$ cat src/design/fpa_pkg.sv
package fpa_pkg;

  typedef enum logic [3:0] {
    KIND_ADD      = 4'd0,
    KIND_SUB      = 4'd1,
    KIND_MUL      = 4'd2,
    KIND_DIV      = 4'd3,
    KIND_MIN      = 4'd4,
    KIND_MAX      = 4'd5,
    KIND_INC      = 4'd6,
    KIND_DEC      = 4'd7,
    KIND_FROM_INT = 4'd8,
    KIND_TO_INT   = 4'd9
  } kind_t;

  typedef enum logic [1:0] {
    ST_OK   = 2'd0,
    ST_OVF  = 2'd1,
    ST_DIV0 = 2'd2
  } status_t;

  // sideband that rides alongside the divider
  typedef struct packed {
    kind_t       kind;
    logic [31:0] simple_res;
    status_t     simple_st;
    logic        less;
    logic        equal;
    logic        greater;
    logic [63:0] prod;
    logic        a_neg;
    logic        a_zero;
    logic        b_zero;
    logic        q_neg;
  } side_t;

  typedef struct packed {
    logic [31:0] value;
    logic        ovf;
  } sat_t;

  localparam logic [63:0] POS_LIMIT = 64'h0000_0000_7FFF_FFFF;
  localparam logic [63:0] NEG_LIMIT = 64'h0000_0000_8000_0000;
  localparam logic [31:0] MAX32     = 32'h7FFF_FFFF;
  localparam logic [31:0] MIN32     = 32'h8000_0000;

  // apply a sign to a magnitude and clip to the signed 32-bit range
  function automatic sat_t signed_sat(input logic neg, input logic [63:0] mag);
    sat_t s;
    s.ovf = 1'b0;
    if (neg) begin
      if (mag > NEG_LIMIT) begin
        s.value = MIN32;
        s.ovf   = 1'b1;
      end else begin
        s.value = 32'd0 - mag[31:0];
      end
    end else begin
      if (mag > POS_LIMIT) begin
        s.value = MAX32;
        s.ovf   = 1'b1;
      end else begin
        s.value = mag[31:0];
      end
    end
    return s;
  endfunction

endpackage

$ cat src/design/fpa_div_stage.sv
module fpa_div_stage import fpa_pkg::*; #(
  parameter int NW    = 41,
  parameter int STEPS = 2
) (
  input  logic             clk,
  input  logic             rst_n,
  input  logic             valid_i,
  input  side_t            side_i,
  input  logic [31:0]      den_i,
  input  logic [32+NW-1:0] acc_i,
  output logic             valid_o,
  output side_t            side_o,
  output logic [31:0]      den_o,
  output logic [32+NW-1:0] acc_o
);

  logic             valid_r;
  side_t            side_r;
  logic [31:0]      den_r;
  logic [32+NW-1:0] acc_r, acc_nxt;

  logic [31:0]      rem;
  logic [32:0]      rem2;
  logic [NW-1:0]    lo;

  // restoring division, quotient bits shift in where dividend bits leave
  always_comb begin
    rem  = acc_i[32+NW-1:NW];
    lo   = acc_i[NW-1:0];
    rem2 = 33'd0;
    for (int s = 0; s < STEPS; s++) begin
      rem2 = {rem, lo[NW-1]};
      lo   = lo << 1;
      if (rem2 >= {1'b0, den_i}) begin
        rem2  = rem2 - {1'b0, den_i};
        lo[0] = 1'b1;
      end
      rem = rem2[31:0];
    end
    acc_nxt = {rem, lo};
  end

  always_ff @(posedge clk) begin
    if (!rst_n) begin
      valid_r <= 1'b0;
    end else begin
      valid_r <= valid_i;
    end
    side_r <= side_i;
    den_r  <= den_i;
    acc_r  <= acc_nxt;
  end

  assign valid_o = valid_r;
  assign side_o  = side_r;
  assign den_o   = den_r;
  assign acc_o   = acc_r;

endmodule

$ cat config.mk
export PLATFORM = sky130hd
export DESIGN_NAME = fpa_div_stage
export DESIGN_NICKNAME = d
export VERILOG_FILES = /design/src/design/fpa_pkg.sv /design/src/design/fpa_div_stage.sv
export SDC_FILE = /design/constraint.sdc
export NUM_CORES = 1
export LEC_CHECK = 0
export BUFFER_PORTS_ARGS = -buffer_cell sky130_fd_sc_hd__buf_2
export CORE_AREA = 2 2 167 169
export DETAILED_ROUTE_END_ITERATION = 8
export DIE_AREA = 0 0 169 171
export GPL_TIMING_DRIVEN = 0
export HOLD_SLACK_MARGIN = 0.05
export RECOVER_POWER = 50
export SLEW_MARGIN = 20
export SYNTH_ARGS = -nofsm -noshare
export SYNTH_HDL_FRONTEND = slang
export SYNTH_SLANG_ARGS = --single-unit
$ cat constraint.sdc
create_clock -name clk -period 13.8 [get_ports clk]
set_input_delay 2.07 -clock clk [delete_from_list [all_inputs] [get_ports clk]]
set_output_delay 2.07 -clock clk [all_outputs]
set_load 0.1 [all_outputs]
==> impl_metrics.yaml <==
critical_path:
  critical_path_arrival_ns: 9.02
  cp_common_cell: "a21o_1"
  cp_slowest_cell: "a2111oi_4"
  critPathMaxStageDelay_ns: 0.64
  crit_fanout: 10
  criticalPathCategory: "in2reg"
  endpoint_kind: "register"
  start_kind: "primary input"
  required_ns: 14.19
  crit_chain: "buf_2 > inv_1 > ha_1 > a21oi_1 > nor2b_1 > o21ai_0 > a221o_1 > o211a_2 > nor2_2 > inv_2 > buf_2 > mux2_2 > ha_1 > a21o_1 > a21o_1 > a21o_1 > a2111o_1 > or3_1 > o21ai_2 > a31oi_1 > a2111oi_4 > buf_6 > mux2_2"
floorplanning:
  core_sq_um: 27320
  die-width_microns: 169
  fp-row-count: 61
  io_pins: 432
  start_util_pct: 31.72
  die_h_microns: 171
  die_area_sq_um: 28900
timing:
  setup_viol_count_final: 0
  finalHoldViolCount: 0
  setup_slack_ns: 5.174
  fin_setup_tns_ns: 0
  rsz0062_at_grt: "false"
  drv_slew: 0
  fmax_mhz: 115.9
  slew_headroom_pct: 20.85
  min_period_ns: 8.626
  worstMarginPinSlew_ns: 1.192
  fin_crit_sh_pct: 62.51
grt:
  grt_start_max_net_pins: 15
  grt_pass1_wl_microns: 42140
  gr-total-overflow: 0
  antenna_found_initial: 8
  grt_pass1_vias: 7372
  grt_usage_pct: 19.23
yosys:
  synth.largest_area_cell: "dfxtp_1"
  yosysSeqAreaShare_pct: 49.67
  synth-main-ff-cell: "dfxtp_1"
  synth.top_cell.area_share_pct: 49.67
  ys_seq_elements: 215
  synth_cells: 813
  synth_edf_count: 0
  yosys-top-cells-area: "dfxtp_1, ha_1, mux2_2"
  netlist_area_sq_um: 8666
  ys_async_sr_fraction_pct: 0
  synth_most_common_cell: "dfxtp_1"
  yosys.cell_types.count: 69
  synth.avg_cell_area_sq_um: 10.66
  synth_nets: 1096
  synth_common_cells: "dfxtp_1, ha_1, a21oi_1"
  yosysWarnings: 0
run:
  maxCapViolations: 0
power_and_ir_drop:
  powerDensity_nw_per_um2: 205.3
  ir_drop_mv: 0.1655
  leakagePower_uw: 0.005832
  p_total_uw: 2464
drt:
  wl_per_cell_microns: 18.23
  dr.first_iter.drc_count: 424
  viasPerCell: 4.711
  vias: 7702
  wl_microns: 29800
  ant_nets: 0
  drc: 0
  dr.pass1.iters: 5
placed_design:
  dp_hpwl_microns: 24650
  globalplace.congestion: 0.9375
  dpl_worst_slack_ns: 4.691
  place_area_sq_um: 11260
  io_buffer_count: 431
clock_tree:
  post-cts-setup-buffers: 0
  ctsHoldBuffers: 0
  root_buffer: "clkbuf_16"
  htreeDepth: 1
  clock-sinks: 215
  cts_resized: 0
  cts_tree: "done"
  clockBufferDepth: 3
  clkTransAtPathRegs_ns: 0.06
  cts_buffers: 23
worst_hold_path:
  hp-class: "in2reg"
outcome:
  status: "complete, no violations"
cells_and_area:
  final_area_sq_um: 12000
  fin_nets: 1552
  drive_above_1_share_pct: 37.51
  syn_to_final_growth_pct: 38.49
critical path, delay by kind of cell:
kind	cells	cell delay, ns
compound gates	11	3.49
simple gates	3	1.11
buf+inv	5	0.91
fa+ha+maj	2	0.72
mux	2	0.69
registers in the layout, indices dropped and copies added, names as in the netlist:
name	count
acc_o	73
valid_o	1
side_o	109
den_o	32
final timing paths:
kind       start         end  slack [ns]  cells past startpoint
min   side_i[56]  side_o[56]        1.65                      1
max    den_i[24]   acc_o[62]        5.17                     23
cell type report:
cell class,count,area (sq um)
tap,346,432.9
clock buffer,30,631.9
multi-input combinational,528,4078
clock inverter,11,168.9
buffer,13,75.07
fill,2747,15320
timing repair buffer,431,2087
antenna,4,10.01
inverter,57,214.0
sequential,215,4304
cells in the final DEF, fill, tap and decap left out, drive strengths merged, types with 7 or more instances in the layout:
cell type and n:
buf 381, dfxtp 215, clkbuf 93, ha 64, inv 60, a21oi 58
mux2 51, nand2 36, a21o 35, o21ai 29, xnor2 28, nor2 26
nor3 23, nand3 19, o21a 12, xor2 12, o31ai 10, and3 10
a31oi 7, nand4 7, o31a 7, a211oi 7
power breakdown:
part	switching, uW	leakage [uW]	internal [uW]	total [uW]
clock network	252	0.000392	399	651
logic	831	0.00363	263	1090
registers	20.2	0.00181	699	719
stage by stage:
stage                     instances  hold WS [ns]  util (%)
after floorplan                 813         2.098         -
after global placement         1590         2.172     41.19
after detailed placement       1590         2.174     41.19
after CTS                      1631         1.625     44.12
after global routing           1631         1.618     43.89
final                          1635         1.647     43.92
routing by layer:
layer	routed length [microns]	up-vias	GRT usage [%]	share of wire, %
li1	-	3849	-	-
met3	2351	40	5.505	7.9
met4	575	6	4.868	1.9
met2	13630	277	32.02	46
met1	13200	3530	24.55	44
met5	45	-	0	0.15
cell families after synthesis:
kind of cell               count (synthesis)  synth area share (%)
AOI/OAI and AO/OA                        209                 16.63
xor gates and xnor gates                  40                 4.043
adders and majority gates                 66                 9.703
buffers and inverters                     70                 3.335
DFF                                      215                 49.67
muxes                                     55                 7.392
and+or+nand+nor                          158                 9.226
Note: power is estimated with default switching activity, not from simulation.
