===== config.mk =====
export PLATFORM = sky130hd
export DESIGN_NAME = fpa_back
export DESIGN_NICKNAME = d
export VERILOG_FILES = /design/src/design/fpa_pkg.sv /design/src/design/fpa_back.sv
export SDC_FILE = /design/constraint.sdc
export NUM_CORES = 1
export LEC_CHECK = 0
export BUFFER_PORTS_ARGS = -buffer_cell sky130_fd_sc_hd__buf_2
export CAP_MARGIN = 20
export CORE_MARGIN = 5
export CORE_UTILIZATION = 52
export DETAILED_ROUTE_END_ITERATION = 8
export GPL_ROUTABILITY_DRIVEN = 0
export PLACE_DENSITY = 0.78
export SLEW_MARGIN = 30
export SYNTH_ARGS = -nofsm -noshare
export SYNTH_HDL_FRONTEND = slang
export SYNTH_SLANG_ARGS = --single-unit
export TNS_END_PERCENT = 5

===== constraint.sdc =====
create_clock -name clk -period 7.2 [get_ports clk]
set_input_delay 0.72 -clock clk [delete_from_list [all_inputs] [get_ports clk]]
set_output_delay 0.72 -clock clk [all_outputs]
set_load 0.01 [all_outputs]

===== src/design/fpa_pkg.sv =====
package fpa_pkg;

  typedef enum logic [3:0] {
    KIND_ADD      = 4'd0,
    KIND_SUB      = 4'd1,
    KIND_MUL      = 4'd2,
    KIND_DIV      = 4'd3,
    KIND_MIN      = 4'd4,
    KIND_MAX      = 4'd5,
    KIND_INC      = 4'd6,
    KIND_DEC      = 4'd7,
    KIND_FROM_INT = 4'd8,
    KIND_TO_INT   = 4'd9
  } kind_t;

  typedef enum logic [1:0] {
    ST_OK   = 2'd0,
    ST_OVF  = 2'd1,
    ST_DIV0 = 2'd2
  } status_t;

  // sideband that rides alongside the divider
  typedef struct packed {
    kind_t       kind;
    logic [31:0] simple_res;
    status_t     simple_st;
    logic        less;
    logic        equal;
    logic        greater;
    logic [63:0] prod;
    logic        a_neg;
    logic        a_zero;
    logic        b_zero;
    logic        q_neg;
  } side_t;

  typedef struct packed {
    logic [31:0] value;
    logic        ovf;
  } sat_t;

  localparam logic [63:0] POS_LIMIT = 64'h0000_0000_7FFF_FFFF;
  localparam logic [63:0] NEG_LIMIT = 64'h0000_0000_8000_0000;
  localparam logic [31:0] MAX32     = 32'h7FFF_FFFF;
  localparam logic [31:0] MIN32     = 32'h8000_0000;

  // apply a sign to a magnitude and clip to the signed 32-bit range
  function automatic sat_t signed_sat(input logic neg, input logic [63:0] mag);
    sat_t s;
    s.ovf = 1'b0;
    if (neg) begin
      if (mag > NEG_LIMIT) begin
        s.value = MIN32;
        s.ovf   = 1'b1;
      end else begin
        s.value = 32'd0 - mag[31:0];
      end
    end else begin
      if (mag > POS_LIMIT) begin
        s.value = MAX32;
        s.ovf   = 1'b1;
      end else begin
        s.value = mag[31:0];
      end
    end
    return s;
  endfunction

endpackage


===== src/design/fpa_back.sv =====
module fpa_back import fpa_pkg::*; #(
  parameter int FRAC_BITS = 8,
  parameter int NW        = 41
) (
  input  logic          clk,
  input  logic          rst_n,
  input  logic          valid_i,
  input  side_t         side_i,
  input  logic [NW-1:0] quo_i,
  output logic          valid_o,
  output logic [31:0]   result_o,
  output logic          less_o,
  output logic          equal_o,
  output logic          greater_o,
  output status_t       status_o
);

  localparam logic [63:0] HALF = 64'd1 << (FRAC_BITS - 1);

  // rounding stage
  logic          rnd_valid_r;
  side_t         rnd_side_r;
  logic [63:0]   mul_mag_r, mul_mag_nxt;
  logic [NW-1:0] div_q_r, div_q_nxt;
  logic [63:0]   mul_sum;
  logic [NW:0]   q_sum;

  always_comb begin
    mul_sum     = side_i.prod[63] ? (HALF - side_i.prod) : (side_i.prod + HALF);
    mul_mag_nxt = mul_sum >> FRAC_BITS;
    q_sum       = {1'b0, quo_i} + {{NW{1'b0}}, 1'b1};
    div_q_nxt   = q_sum[NW:1];
  end

  always_ff @(posedge clk) begin
    if (!rst_n) begin
      rnd_valid_r <= 1'b0;
    end else begin
      rnd_valid_r <= valid_i;
    end
    rnd_side_r <= side_i;
    mul_mag_r  <= mul_mag_nxt;
    div_q_r    <= div_q_nxt;
  end

  // clip and select stage
  logic        out_valid_r;
  logic [31:0] res_r, res_nxt;
  status_t     st_r, st_nxt;
  logic [2:0]  cmp_r;
  sat_t        mul_sat, div_sat;

  always_comb begin
    mul_sat = signed_sat(rnd_side_r.prod[63], mul_mag_r);
    div_sat = signed_sat(rnd_side_r.q_neg, 64'(div_q_r));
    res_nxt = rnd_side_r.simple_res;
    st_nxt  = rnd_side_r.simple_st;
    case (rnd_side_r.kind)
      KIND_MUL: begin
        res_nxt = mul_sat.value;
        st_nxt  = mul_sat.ovf ? ST_OVF : ST_OK;
      end
      KIND_DIV: begin
        if (rnd_side_r.b_zero) begin
          st_nxt = ST_DIV0;
          if (rnd_side_r.a_zero)     res_nxt = 32'd0;
          else if (rnd_side_r.a_neg) res_nxt = MIN32;
          else                       res_nxt = MAX32;
        end else begin
          res_nxt = div_sat.value;
          st_nxt  = div_sat.ovf ? ST_OVF : ST_OK;
        end
      end
      default: begin
        res_nxt = rnd_side_r.simple_res;
        st_nxt  = rnd_side_r.simple_st;
      end
    endcase
  end

  always_ff @(posedge clk) begin
    if (!rst_n) begin
      out_valid_r <= 1'b0;
    end else begin
      out_valid_r <= rnd_valid_r;
    end
    res_r <= res_nxt;
    st_r  <= st_nxt;
    cmp_r <= {rnd_side_r.less, rnd_side_r.equal, rnd_side_r.greater};
  end

  assign valid_o   = out_valid_r;
  assign result_o  = res_r;
  assign status_o  = st_r;
  assign less_o    = cmp_r[2];
  assign equal_o   = cmp_r[1];
  assign greater_o = cmp_r[0];

endmodule


==> out/results.txt <==
Total Wirelength = 27770 um
Warnings from Yosys = 0
CTS max path bufs = 2
FFs w/ async S/R, synth = 0%
Drt pass-1 iters = 6
Remaining antenna violation count = 0
Fmax = 276.1 MHz
Syn Inst Count = 1113
Synth Area in Compound Gates = 20.50%
Proportion of synthesized area in mux cells = 0.4316%
Fin cells = 1513
Post-CTS Setup Repair Bufs = 0
# diodes = 0
Die area = 20610 um^2
Max incr delay on CP = 0.79 ns
# DRC = 0
XOR/XNOR Fraction of Synth Area = 8.686%
Worst Max-Slew Pin Slew = 0.9052 ns
First-pass GRT wire length = 43490 um
Pre-CTS setup slack = 3.341 ns
Largest family of logic cells by synthesized area = simple AND/OR/NAND/NOR gates
Main synth FF type = dfxtp_1
Max VDD drop = 0.0001986 V
Layout cell share with drive strength beyond 1 = 20.81%
Post-route cell area = 10950 um^2
RSZ-0062 raised after global routing = no
Die Y-Extent = 143.6 um
Setup TNS = 0 ns
Root Buffer = clkbuf_16
TritonCTS clock tree = built
Rel. slew slack = 39.10%
WL per Instance = 18.35 um
Cell family with most CP delay = simple AND/OR/NAND/NOR gates
GRT Total Usage = 26.62%
Core ar. = 17420 um^2
Worst endpoint data arrival time = 3.97 ns
Mapped cell area = 9276 um^2
Crit Path Class = flop to flop
Initial antenna violation count = 1
EDFF count, synth = 0
Post-cts sizing count = 0
Register Area = 3643 um^2
Reg clk slew, reported paths = 0.07 ns
Syn nets = 1273
Crit-path cells = inv_1, ha_1, nor3b_1, nand3_1, nor3_2, nand3_1, a311oi_1, o221ai_1, o211ai_1
Sequential area share after synthesis = 39.28%
Post-route clock period utilization = 50.30%
Status = completed
Fillcell total = 1535
Total Power = 2369 uW
Placed Cells = 1482
Fin Clk Skew = 0.01205 ns
Final Max Slew Viols = 0
Hold Path Class = flop to flop
Crit path buf inv count = 1
Yosys reg bits = 182
Hold_buf cts = 0
Leakage = 0.004273 uW
Number of global-route vias before repair = 8529
DRT iter0 DRCs = 1019
Die span in x = 143.6 um
Net count, final = 1436
Avg Cell Area, Syn = 8.335 um^2
Layout area overhead = 18.06%
Flop pwr share = 48.7%
CP Launch Type = flop
Critical path endpoint category = flop
Largest net degree at the start of global routing = 71
Routed via count = 9416
Logic pwr share = 12.3%
Clock Power Share = 39.0%
Final setup margin = 3.579 ns
DP Wirelength = 20950 um
Power per cell area = 216.3 nW/um^2
# port buffers = 190
Max-cap violations = 0
GRT overflow = 0
Skew-Pair Late Insertion Delay = 0.44 ns
Num rows = 48
CP max stage cell = a311oi_1
Crit path max fanout = 11
Cell variety after synth = 76
CTS Buf Count = 17
Most frequent CP cell = nand3_1
DP Area = 10370 um^2
Tmin final = 3.621 ns
Critical Path RT = 7.55 ns
Initial Util = 53.26%
Psw = 641.6 uW
Synth Area in Adders = 0.9442%
Setup Viol. Count Final = 0
Sw frac = 27.08%
CTS Sinks = 182
Via/cell ratio = 6.223
Simple-gate portion of the synthesized area = 26.38%
Final hold vios = 0
Cell Int Power = 1727 uW
Ports = 191
Multi-input logic area = 5306 um^2
# H-tree levels = 4
-- power by group through the flow --
| stage | clock network (uW) | registers, uW | logic, uW |
|---|---|---|---|
| after global routing | 980 | 1160 | 323 |
| final | 924 | 1150 | 292 |
| after CTS | 939 | 1150 | 289 |
| after detailed placement | 0 | 1170 | 287 |
| after floorplan | 0 | 1160 | 163 |
| after global placement | 0 | 1170 | 281 |
-- flip-flops by register name (all words and copies together), names as in the netlist --
name         count
mul_mag_r       56
rnd_side_r      46
div_q_r         41
result_o        32
cmp_r            3
status_o         2
rnd_valid_r      1
valid_o          1
-- metrics by stage --
stage / util [%] / hold slack (ns)
2_1_floorplan: - / 0.3096
3_5_place_dp: 59.53 / 0.3217
5_1_grt: 62.88 / 0.3358
3_3_place_gp: 59.50 / 0.3120
6_report: 62.88 / 0.3288
4_1_cts: 62.84 / 0.3315
-- worst paths after layout --
path,from,to,slack (ns),cells past startpoint
max reg2reg,mul_mag_r[1],result_o[27],3.58,9
min reg2reg,rnd_side_r[69],cmp_r[1],0.33,0
min,rnd_side_r[69],cmp_r[1],0.33,0
max,mul_mag_r[1],result_o[27],3.58,9
-- cells by family (layout without fill, tap and decap cells) --
| family | Yosys count | count (layout) |
|---|---|---|
| mux | 4 | 4 |
| buf+inv | 85 | 260 |
| xor+xnor | 92 | 92 |
| flops | 182 | 182 |
| fa+ha+maj | 7 | 7 |
| simple gates | 455 | 455 |
| compound gates | 288 | 288 |
-- per-layer routing --
metal	global-route usage [%]	up-vias	part of all wire (%)
li1	-	4472	-
met1	35.68	4325	41
met2	41.77	545	46
met3	6.489	72	11
met4	9.960	2	3.1
met5	0	-	0.043
-- cell usage in the layout (no fill, tap or decap), types with 5 or more instances in the layout --
master	count
inv_1	27
or2_2	9
o22ai_1	17
or3_1	17
o21ai_0	68
nor3_1	50
nor2_1	73
a31oi_1	21
and3_1	18
xor2_1	31
buf_2	190
o31ai_1	13
xnor2_1	61
nand4_1	24
nand2_1	119
nor4_1	31
o21a_1	6
a221oi_1	13
o221ai_1	19
nand3_1	43
o211ai_1	14
or4_1	12
and4_1	6
buf_4	12
and2_1	6
dfxtp_1	182
nor3b_1	5
ha_1	7
a211oi_1	9
a21oi_1	65
clkbuf_16	17
-- cell type report --
class	instances	share of cell area, %
multi-input cells	846	48.45
repair buffers	202	9.505
inverters	27	0.9254
flip-flops and latches	182	33.27
well taps	225	2.571
clock buffers	18	3.919
clock inverters	13	1.360
-- Yosys cell counts, types with 27 or more instances --
cell type  instances  area share, %
nor4_1            32            2.2
nor3_1            51            2.8
nor2_1            73            3.0
xnor2_1           61            5.8
dfxtp_1          182             39
a21oi_1           65            3.5
nand2_1          119            4.8
clkbuf_1          44            1.8
o21ai_0           68            3.7
xor2_1            31            2.9
inv_1             27            1.1
nand3_1           44            2.4
No activity file was read; power rests on OpenSTA's default activity.
