**src/design/fpa_pkg.sv**
```systemverilog
package fpa_pkg;

  typedef enum logic [3:0] {
    KIND_ADD      = 4'd0,
    KIND_SUB      = 4'd1,
    KIND_MUL      = 4'd2,
    KIND_DIV      = 4'd3,
    KIND_MIN      = 4'd4,
    KIND_MAX      = 4'd5,
    KIND_INC      = 4'd6,
    KIND_DEC      = 4'd7,
    KIND_FROM_INT = 4'd8,
    KIND_TO_INT   = 4'd9
  } kind_t;

  typedef enum logic [1:0] {
    ST_OK   = 2'd0,
    ST_OVF  = 2'd1,
    ST_DIV0 = 2'd2
  } status_t;

  // sideband that rides alongside the divider
  typedef struct packed {
    kind_t       kind;
    logic [31:0] simple_res;
    status_t     simple_st;
    logic        less;
    logic        equal;
    logic        greater;
    logic [63:0] prod;
    logic        a_neg;
    logic        a_zero;
    logic        b_zero;
    logic        q_neg;
  } side_t;

  typedef struct packed {
    logic [31:0] value;
    logic        ovf;
  } sat_t;

  localparam logic [63:0] POS_LIMIT = 64'h0000_0000_7FFF_FFFF;
  localparam logic [63:0] NEG_LIMIT = 64'h0000_0000_8000_0000;
  localparam logic [31:0] MAX32     = 32'h7FFF_FFFF;
  localparam logic [31:0] MIN32     = 32'h8000_0000;

  // apply a sign to a magnitude and clip to the signed 32-bit range
  function automatic sat_t signed_sat(input logic neg, input logic [63:0] mag);
    sat_t s;
    s.ovf = 1'b0;
    if (neg) begin
      if (mag > NEG_LIMIT) begin
        s.value = MIN32;
        s.ovf   = 1'b1;
      end else begin
        s.value = 32'd0 - mag[31:0];
      end
    end else begin
      if (mag > POS_LIMIT) begin
        s.value = MAX32;
        s.ovf   = 1'b1;
      end else begin
        s.value = mag[31:0];
      end
    end
    return s;
  endfunction

endpackage

```
**src/design/fpa_front.sv**
```systemverilog
module fpa_front import fpa_pkg::*; #(
  parameter int FRAC_BITS = 8,
  parameter int NW        = 41
) (
  input  logic               clk,
  input  logic               rst_n,
  input  logic               valid_i,
  input  logic [3:0]         kind_i,
  input  logic [31:0]        a_i,
  input  logic [31:0]        b_i,
  output logic               valid_o,
  output side_t              side_o,
  output logic [31:0]        den_o,
  output logic [32+NW-1:0]   acc_o
);

  logic               valid_r;
  side_t              side_r, side_nxt;
  logic [31:0]        den_r, den_nxt;
  logic [32+NW-1:0]   acc_r, acc_nxt;

  logic [32:0]        sum_add, sum_sub, sum_inc, sum_dec;
  logic [31:0]        mag_a, mag_b;
  logic [FRAC_BITS:0] a_top;

  always_comb begin
    sum_add = {a_i[31], a_i} + {b_i[31], b_i};
    sum_sub = {a_i[31], a_i} - {b_i[31], b_i};
    sum_inc = {a_i[31], a_i} + 33'd1;
    sum_dec = {a_i[31], a_i} - 33'd1;
    mag_a   = a_i[31] ? (32'd0 - a_i) : a_i;
    mag_b   = b_i[31] ? (32'd0 - b_i) : b_i;
    a_top   = a_i[31:31-FRAC_BITS];

    side_nxt.kind    = kind_t'(kind_i);
    side_nxt.less    = $signed(a_i) <  $signed(b_i);
    side_nxt.equal   = a_i == b_i;
    side_nxt.greater = $signed(a_i) >  $signed(b_i);
    side_nxt.prod    = 64'($signed(a_i) * $signed(b_i));
    side_nxt.a_neg   = a_i[31];
    side_nxt.a_zero  = a_i == 32'd0;
    side_nxt.b_zero  = b_i == 32'd0;
    side_nxt.q_neg   = a_i[31] ^ b_i[31];

    side_nxt.simple_res = 32'd0;
    side_nxt.simple_st  = ST_OK;
    case (kind_t'(kind_i))
      KIND_ADD: begin
        side_nxt.simple_res = sum_add[31:0];
        if (sum_add[32] != sum_add[31]) side_nxt.simple_st = ST_OVF;
      end
      KIND_SUB: begin
        side_nxt.simple_res = sum_sub[31:0];
        if (sum_sub[32] != sum_sub[31]) side_nxt.simple_st = ST_OVF;
      end
      KIND_INC: begin
        side_nxt.simple_res = sum_inc[31:0];
        if (sum_inc[32] != sum_inc[31]) side_nxt.simple_st = ST_OVF;
      end
      KIND_DEC: begin
        side_nxt.simple_res = sum_dec[31:0];
        if (sum_dec[32] != sum_dec[31]) side_nxt.simple_st = ST_OVF;
      end
      KIND_MIN: side_nxt.simple_res = side_nxt.less ? a_i : b_i;
      KIND_MAX: side_nxt.simple_res = side_nxt.greater ? a_i : b_i;
      KIND_FROM_INT: begin
        if ((&a_top) || !(|a_top)) begin
          side_nxt.simple_res = {a_i[31-FRAC_BITS:0], {FRAC_BITS{1'b0}}};
        end else begin
          side_nxt.simple_res = a_i[31] ? MIN32 : MAX32;
          side_nxt.simple_st  = ST_OVF;
        end
      end
      KIND_TO_INT: side_nxt.simple_res = 32'($signed(a_i) >>> FRAC_BITS);
      default: side_nxt.simple_res = 32'd0;
    endcase

    // dividend carries one extra fraction bit for the rounding step
    den_nxt = mag_b;
    acc_nxt = {32'd0, mag_a, {(FRAC_BITS+1){1'b0}}};
  end

  always_ff @(posedge clk) begin
    if (!rst_n) begin
      valid_r <= 1'b0;
    end else begin
      valid_r <= valid_i;
    end
    side_r <= side_nxt;
    den_r  <= den_nxt;
    acc_r  <= acc_nxt;
  end

  assign valid_o = valid_r;
  assign side_o  = side_r;
  assign den_o   = den_r;
  assign acc_o   = acc_r;

endmodule

```
**config.mk**
```make
export PLATFORM = sky130hd
export DESIGN_NAME = fpa_front
export DESIGN_NICKNAME = d
export VERILOG_FILES = /design/src/design/fpa_pkg.sv /design/src/design/fpa_front.sv
export SDC_FILE = /design/constraint.sdc
export NUM_CORES = 2
export LEC_CHECK = 0
export BUFFER_PORTS_ARGS = -buffer_cell sky130_fd_sc_hd__clkbuf_2
export CELL_PAD_IN_SITES_DETAIL_PLACEMENT = 1
export CELL_PAD_IN_SITES_GLOBAL_PLACEMENT = 2
export CORE_MARGIN = 2
export CORE_UTILIZATION = 44
export DETAILED_ROUTE_END_ITERATION = 8
export PLACE_DENSITY = 0.94
export SLEW_MARGIN = 15
export SYNTH_ARGS = -nofsm -noshare
export SYNTH_HDL_FRONTEND = slang
export SYNTH_SLANG_ARGS = --single-unit
```
**constraint.sdc**
```tcl
create_clock -name clk -period 27.8 [get_ports clk]
set_input_delay 5.56 -clock clk [delete_from_list [all_inputs] [get_ports clk]]
set_output_delay 5.56 -clock clk [all_outputs]
set_load 0.01 [all_outputs]
```
==> results.txt <==
The H-tree depth is 4. The actual slew at the worst max-slew pin came out at 1080 ps. The number of flops mapped to enable cells by yosys came out at 0. Buffers inserted during clock tree synthesis total 17. After detailed routing, the average wire length per cell comes to 26.3 um. The mean area per synthesized cell came out at 9.03 um2.

The number of warnings issued by yosys is 0. The detail route stage leaves a number of antenna-violating nets equal to 0. Synthesis inferred 173 register bits. The core area is 107000 um2. In this run the core area contains 120 standard-cell rows. In this run the horizontal extent of the chip is 332 um. The class of the most critical hold timing path is in -> reg. The total negative slack came out at 0 ps. The layout cell share with drive strength beyond 1 is 0.0782. In this run the worst path has a maximum fanout of 28. The floorplan die area came out at 110000 um2. The synthesized netlist cell count came out at 5244. The initial antenna violation count is 6. For this run, the total global-route usage over all layers was measured as 0.327. The number of max-slew violations in the final report came to 0. The setup-violating endpoint count in the final report came out at 0. Summed over all layers, the routed wires come to 176000 um. The number of top-level design ports is 286. The run finished with clean final reports. The number of hold-slack violations in the final timing report is 0. In this run the most critical hold path is launched from valid_i. The number of nets in the layout is 6662. In the finished design, the share of the clock period the worst path needs comes to 0.527. Setup repair after global routing left no endpoint under its margin. The first routing iteration left 2641 violations. In the synthesized netlist the dominant register cell turns out to be sky130_fd_sc_hd__dfxtp_1. The worst setup path is of the in -> reg kind. The number of vias in the routed layout came out at 38227. After clock tree synthesis, the flow added hold-fix buffers numbering 0. The TritonCTS clock tree is yes. STA classifies the critical path endpoint as a flip-flop. The maximum clock insertion buffer count came out at 2. In this run the tightest slew margin relative to its limit is 0.280. Of all flip-flops after synthesis, the portion carrying an async set or reset was 0. The terminating pin of the worst hold path is valid_o$_SDFF_PN0_. The sink count of the clock tree is 173. The post-cts sizing count came out at 0. Buffers added to address setup during post-CTS repair amount to 0. The via count of the first global-routing pass came out at 43554. Compared with the post-synthesis result, the final layout area differs by 5.88%. Dividing the detail-routed via count by the number of cells gives 5.73. The half-perimeter wire length after placement came out at 136000 um. The hold path depth came out at 2. The weighted congestion at the end of routability-driven global placement is 0.925.

The root buffer selected by CTS is sky130_fd_sc_hd__clkbuf_16. Measured along the y axis, the die boundary spans 332 um. The effective utilization at floorplan came out at 0.443.

The type of origin of the critical path is an input pin. The clock transition at the registers of the reported paths came out at 90 ps. The first-pass GRT wire length is 271000 um. The number of detailed-routing iterations run before antenna repair is 5. The required time at the worst-slack endpoint is 28300 ps. The sequential element share of the synthesized area is 0.0731. The pin count of the biggest net entering global routing is 56. The count of unresolved DRC violations after routing came out at 0.

Data on the critical path arrives at its endpoint at 15150 ps. The routed design could run at a clock period as short as 14640 ps. The peak clock frequency supported by timing is 68.3 MHz. The post-synth design cell area is 47300 um2.

The tool flagged a number of max-cap violations equal to 0. The distinct cell type count of the synthesized netlist is 94. The total congestion overflow is 0. In this run the tool buffered the top-level ports with 243 buffer cells.
[through the flow]
step	std cells	hold WS [ps]	setup slack [ps]	cell area, um2	util
5_1_grt	6671	5240	12780	50100	0.469
3_5_place_dp	6639	5780	12660	49500	0.463
3_3_place_gp	6639	5760	12950	49500	0.463
4_1_cts	6671	5190	13240	50100	0.469
6_report	6673	5210	13160	50100	0.469
2_1_floorplan	5285	5590	14060	47500	-
[layer usage]
| metal | up-vias | routed length, um | track usage |
|---|---|---|---|
| met4 | 8 | 8790 | 0.158 |
| met3 | 427 | 13800 | 0.0619 |
| met1 | 20215 | 69100 | 0.416 |
| li1 | 15884 | - | - |
| met2 | 1693 | 83900 | 0.536 |
| met5 | - | 46 | 0 |
[final cells by class]
class / count / area [um2]
diodes: 2 / 5.00
well taps: 1403 / 1760
repair buffers: 324 / 1820
clock inverters: 14 / 193
clock buffers: 18 / 439
flip-flops and latches: 173 / 3460
inverters: 1030 / 3870
multi-input cells: 3709 / 38600
fillers: 12442 / 56800
[sequential cells by signal (all words and copies together), names as in the netlist]
register  cells
acc_o        32
den_o        32
side_o      108
valid_o       1
[worst max-delay path by stage]
stage,from,to,slack [ps]
floorplan,a_i[31],side_o[65]$_DFF_P_,14060
global route,a_i[8],side_o[66]$_DFF_P_,12780
finish,a_i[8],side_o[66]$_DFF_P_,13160
CTS,a_i[8],side_o[66]$_DFF_P_,13240
global placement,a_i[8],side_o[66]$_DFF_P_,12950
detailed placement,a_i[8],side_o[66]$_DFF_P_,12660
[Yosys cell counts, types with 5 or more instances]
cell type	count	share of area
sky130_fd_sc_hd__a22oi_1	8	0.0013
sky130_fd_sc_hd__dfxtp_1	173	0.073
sky130_fd_sc_hd__ha_1	252	0.067
sky130_fd_sc_hd__buf_2	13	0.0014
sky130_fd_sc_hd__a211oi_1	12	0.0019
sky130_fd_sc_hd__mux2i_1	50	0.011
sky130_fd_sc_hd__nor2b_1	14	0.0018
sky130_fd_sc_hd__a221oi_1	15	0.0028
sky130_fd_sc_hd__a221o_1	14	0.0030
sky130_fd_sc_hd__o211ai_1	29	0.0046
sky130_fd_sc_hd__or3_1	26	0.0034
sky130_fd_sc_hd__fa_1	1084	0.46
sky130_fd_sc_hd__nor3_1	39	0.0041
sky130_fd_sc_hd__a31oi_1	15	0.0020
sky130_fd_sc_hd__and2_1	441	0.058
sky130_fd_sc_hd__a21oi_1	166	0.018
sky130_fd_sc_hd__o221ai_1	28	0.0052
sky130_fd_sc_hd__buf_4	44	0.0070
sky130_fd_sc_hd__nand2_1	598	0.047
sky130_fd_sc_hd__or4_1	7	0.0011
sky130_fd_sc_hd__xnor2_1	134	0.025
sky130_fd_sc_hd__a21o_1	36	0.0057
sky130_fd_sc_hd__mux2_1	8	0.0019
sky130_fd_sc_hd__nor2_1	200	0.016
sky130_fd_sc_hd__o31ai_1	28	0.0044
sky130_fd_sc_hd__or2_1	6	0.00079
sky130_fd_sc_hd__o21ai_1	18	0.0019
sky130_fd_sc_hd__inv_1	1024	0.081
sky130_fd_sc_hd__clkbuf_1	287	0.023
sky130_fd_sc_hd__o22ai_1	15	0.0020
sky130_fd_sc_hd__o21ai_0	99	0.010
sky130_fd_sc_hd__nand3_1	43	0.0045
sky130_fd_sc_hd__and4_1	5	0.00092
sky130_fd_sc_hd__o2111ai_1	9	0.0017
sky130_fd_sc_hd__o21bai_1	24	0.0038
sky130_fd_sc_hd__buf_1	26	0.0021
sky130_fd_sc_hd__a2111oi_0	7	0.0013
sky130_fd_sc_hd__and3_1	14	0.0018
sky130_fd_sc_hd__o21a_1	13	0.0021
sky130_fd_sc_hd__nor4_1	13	0.0017
sky130_fd_sc_hd__xor2_1	42	0.0078
sky130_fd_sc_hd__o41ai_1	6	0.0011
sky130_fd_sc_hd__nand4_1	29	0.0038
sky130_fd_sc_hd__nand2b_1	26	0.0034
sky130_fd_sc_hd__or2_2	9	0.0012
[critical path, cell delays in order]
cell	delay, ps
sky130_fd_sc_hd__clkbuf_2	80
sky130_fd_sc_hd__buf_4	420
sky130_fd_sc_hd__clkinv_1	980
sky130_fd_sc_hd__nor2_1	420
sky130_fd_sc_hd__fa_1	490
sky130_fd_sc_hd__fa_1	520
sky130_fd_sc_hd__inv_1	50
sky130_fd_sc_hd__fa_1	450
sky130_fd_sc_hd__fa_1	500
sky130_fd_sc_hd__fa_1	560
sky130_fd_sc_hd__inv_1	60
sky130_fd_sc_hd__fa_1	470
sky130_fd_sc_hd__fa_1	520
sky130_fd_sc_hd__fa_1	420
sky130_fd_sc_hd__ha_1	460
sky130_fd_sc_hd__nand3_1	180
sky130_fd_sc_hd__nor3_1	380
sky130_fd_sc_hd__o211ai_1	140
sky130_fd_sc_hd__a21oi_1	740
sky130_fd_sc_hd__a211oi_2	360
sky130_fd_sc_hd__a21oi_2	280
sky130_fd_sc_hd__a41o_1	250
sky130_fd_sc_hd__a31oi_1	190
sky130_fd_sc_hd__or4b_1	550
sky130_fd_sc_hd__nand3_1	90
[placed cells by master, fill, tap and decap left out, types with 8 or more instances in the layout]
| master | Yosys | final |
|---|---|---|
| sky130_fd_sc_hd__a31oi_1 | 15 | 15 |
| sky130_fd_sc_hd__o21ai_1 | 18 | 18 |
| sky130_fd_sc_hd__o21bai_1 | 24 | 24 |
| sky130_fd_sc_hd__dfxtp_1 | 173 | 173 |
| sky130_fd_sc_hd__fa_1 | 1084 | 1084 |
| sky130_fd_sc_hd__o2111ai_1 | 9 | 9 |
| sky130_fd_sc_hd__a211oi_1 | 12 | 12 |
| sky130_fd_sc_hd__o21ai_0 | 99 | 99 |
| sky130_fd_sc_hd__buf_4 | 44 | 81 |
| sky130_fd_sc_hd__xor2_1 | 42 | 42 |
| sky130_fd_sc_hd__o21a_1 | 13 | 13 |
| sky130_fd_sc_hd__xnor2_1 | 134 | 134 |
| sky130_fd_sc_hd__o22ai_1 | 15 | 15 |
| sky130_fd_sc_hd__nor2b_1 | 14 | 14 |
| sky130_fd_sc_hd__a221oi_1 | 15 | 15 |
| sky130_fd_sc_hd__mux2i_1 | 50 | 50 |
| sky130_fd_sc_hd__nor2_1 | 200 | 200 |
| sky130_fd_sc_hd__o211ai_1 | 29 | 29 |
| sky130_fd_sc_hd__clkbuf_2 | 0 | 243 |
| sky130_fd_sc_hd__a22oi_1 | 8 | 8 |
| sky130_fd_sc_hd__ha_1 | 252 | 252 |
| sky130_fd_sc_hd__and2_1 | 441 | 441 |
| sky130_fd_sc_hd__nand3_1 | 43 | 43 |
| sky130_fd_sc_hd__mux2_1 | 8 | 8 |
| sky130_fd_sc_hd__a21o_1 | 36 | 36 |
| sky130_fd_sc_hd__nor4_1 | 13 | 12 |
| sky130_fd_sc_hd__nand2b_1 | 26 | 26 |
| sky130_fd_sc_hd__or3_1 | 26 | 26 |
| sky130_fd_sc_hd__a21oi_1 | 166 | 166 |
| sky130_fd_sc_hd__nor3_1 | 39 | 37 |
| sky130_fd_sc_hd__conb_1 | 1 | 42 |
| sky130_fd_sc_hd__inv_1 | 1024 | 1024 |
| sky130_fd_sc_hd__nand2_1 | 598 | 598 |
| sky130_fd_sc_hd__o221ai_1 | 28 | 28 |
| sky130_fd_sc_hd__o31ai_1 | 28 | 28 |
| sky130_fd_sc_hd__nand4_1 | 29 | 29 |
| sky130_fd_sc_hd__or2_2 | 9 | 9 |
| sky130_fd_sc_hd__a221o_1 | 14 | 14 |
| sky130_fd_sc_hd__and3_1 | 14 | 14 |
| sky130_fd_sc_hd__clkbuf_16 | 0 | 17 |
[cell families after synthesis]
| logic type | after synthesis | synth area share |
|---|---|---|
| flops | 173 | 0.0731 |
| simple gates | 1496 | 0.156 |
| compound gates | 597 | 0.0841 |
| buf+inv | 1403 | 0.116 |
| fa+ha+maj | 1336 | 0.525 |
| mux | 62 | 0.0134 |
| other cells | 1 | 0.0000792 |
| xor+xnor | 176 | 0.0326 |
Power is not shown: default switching activity piles up to over one toggle a cycle in this logic, so the estimate is an artifact.
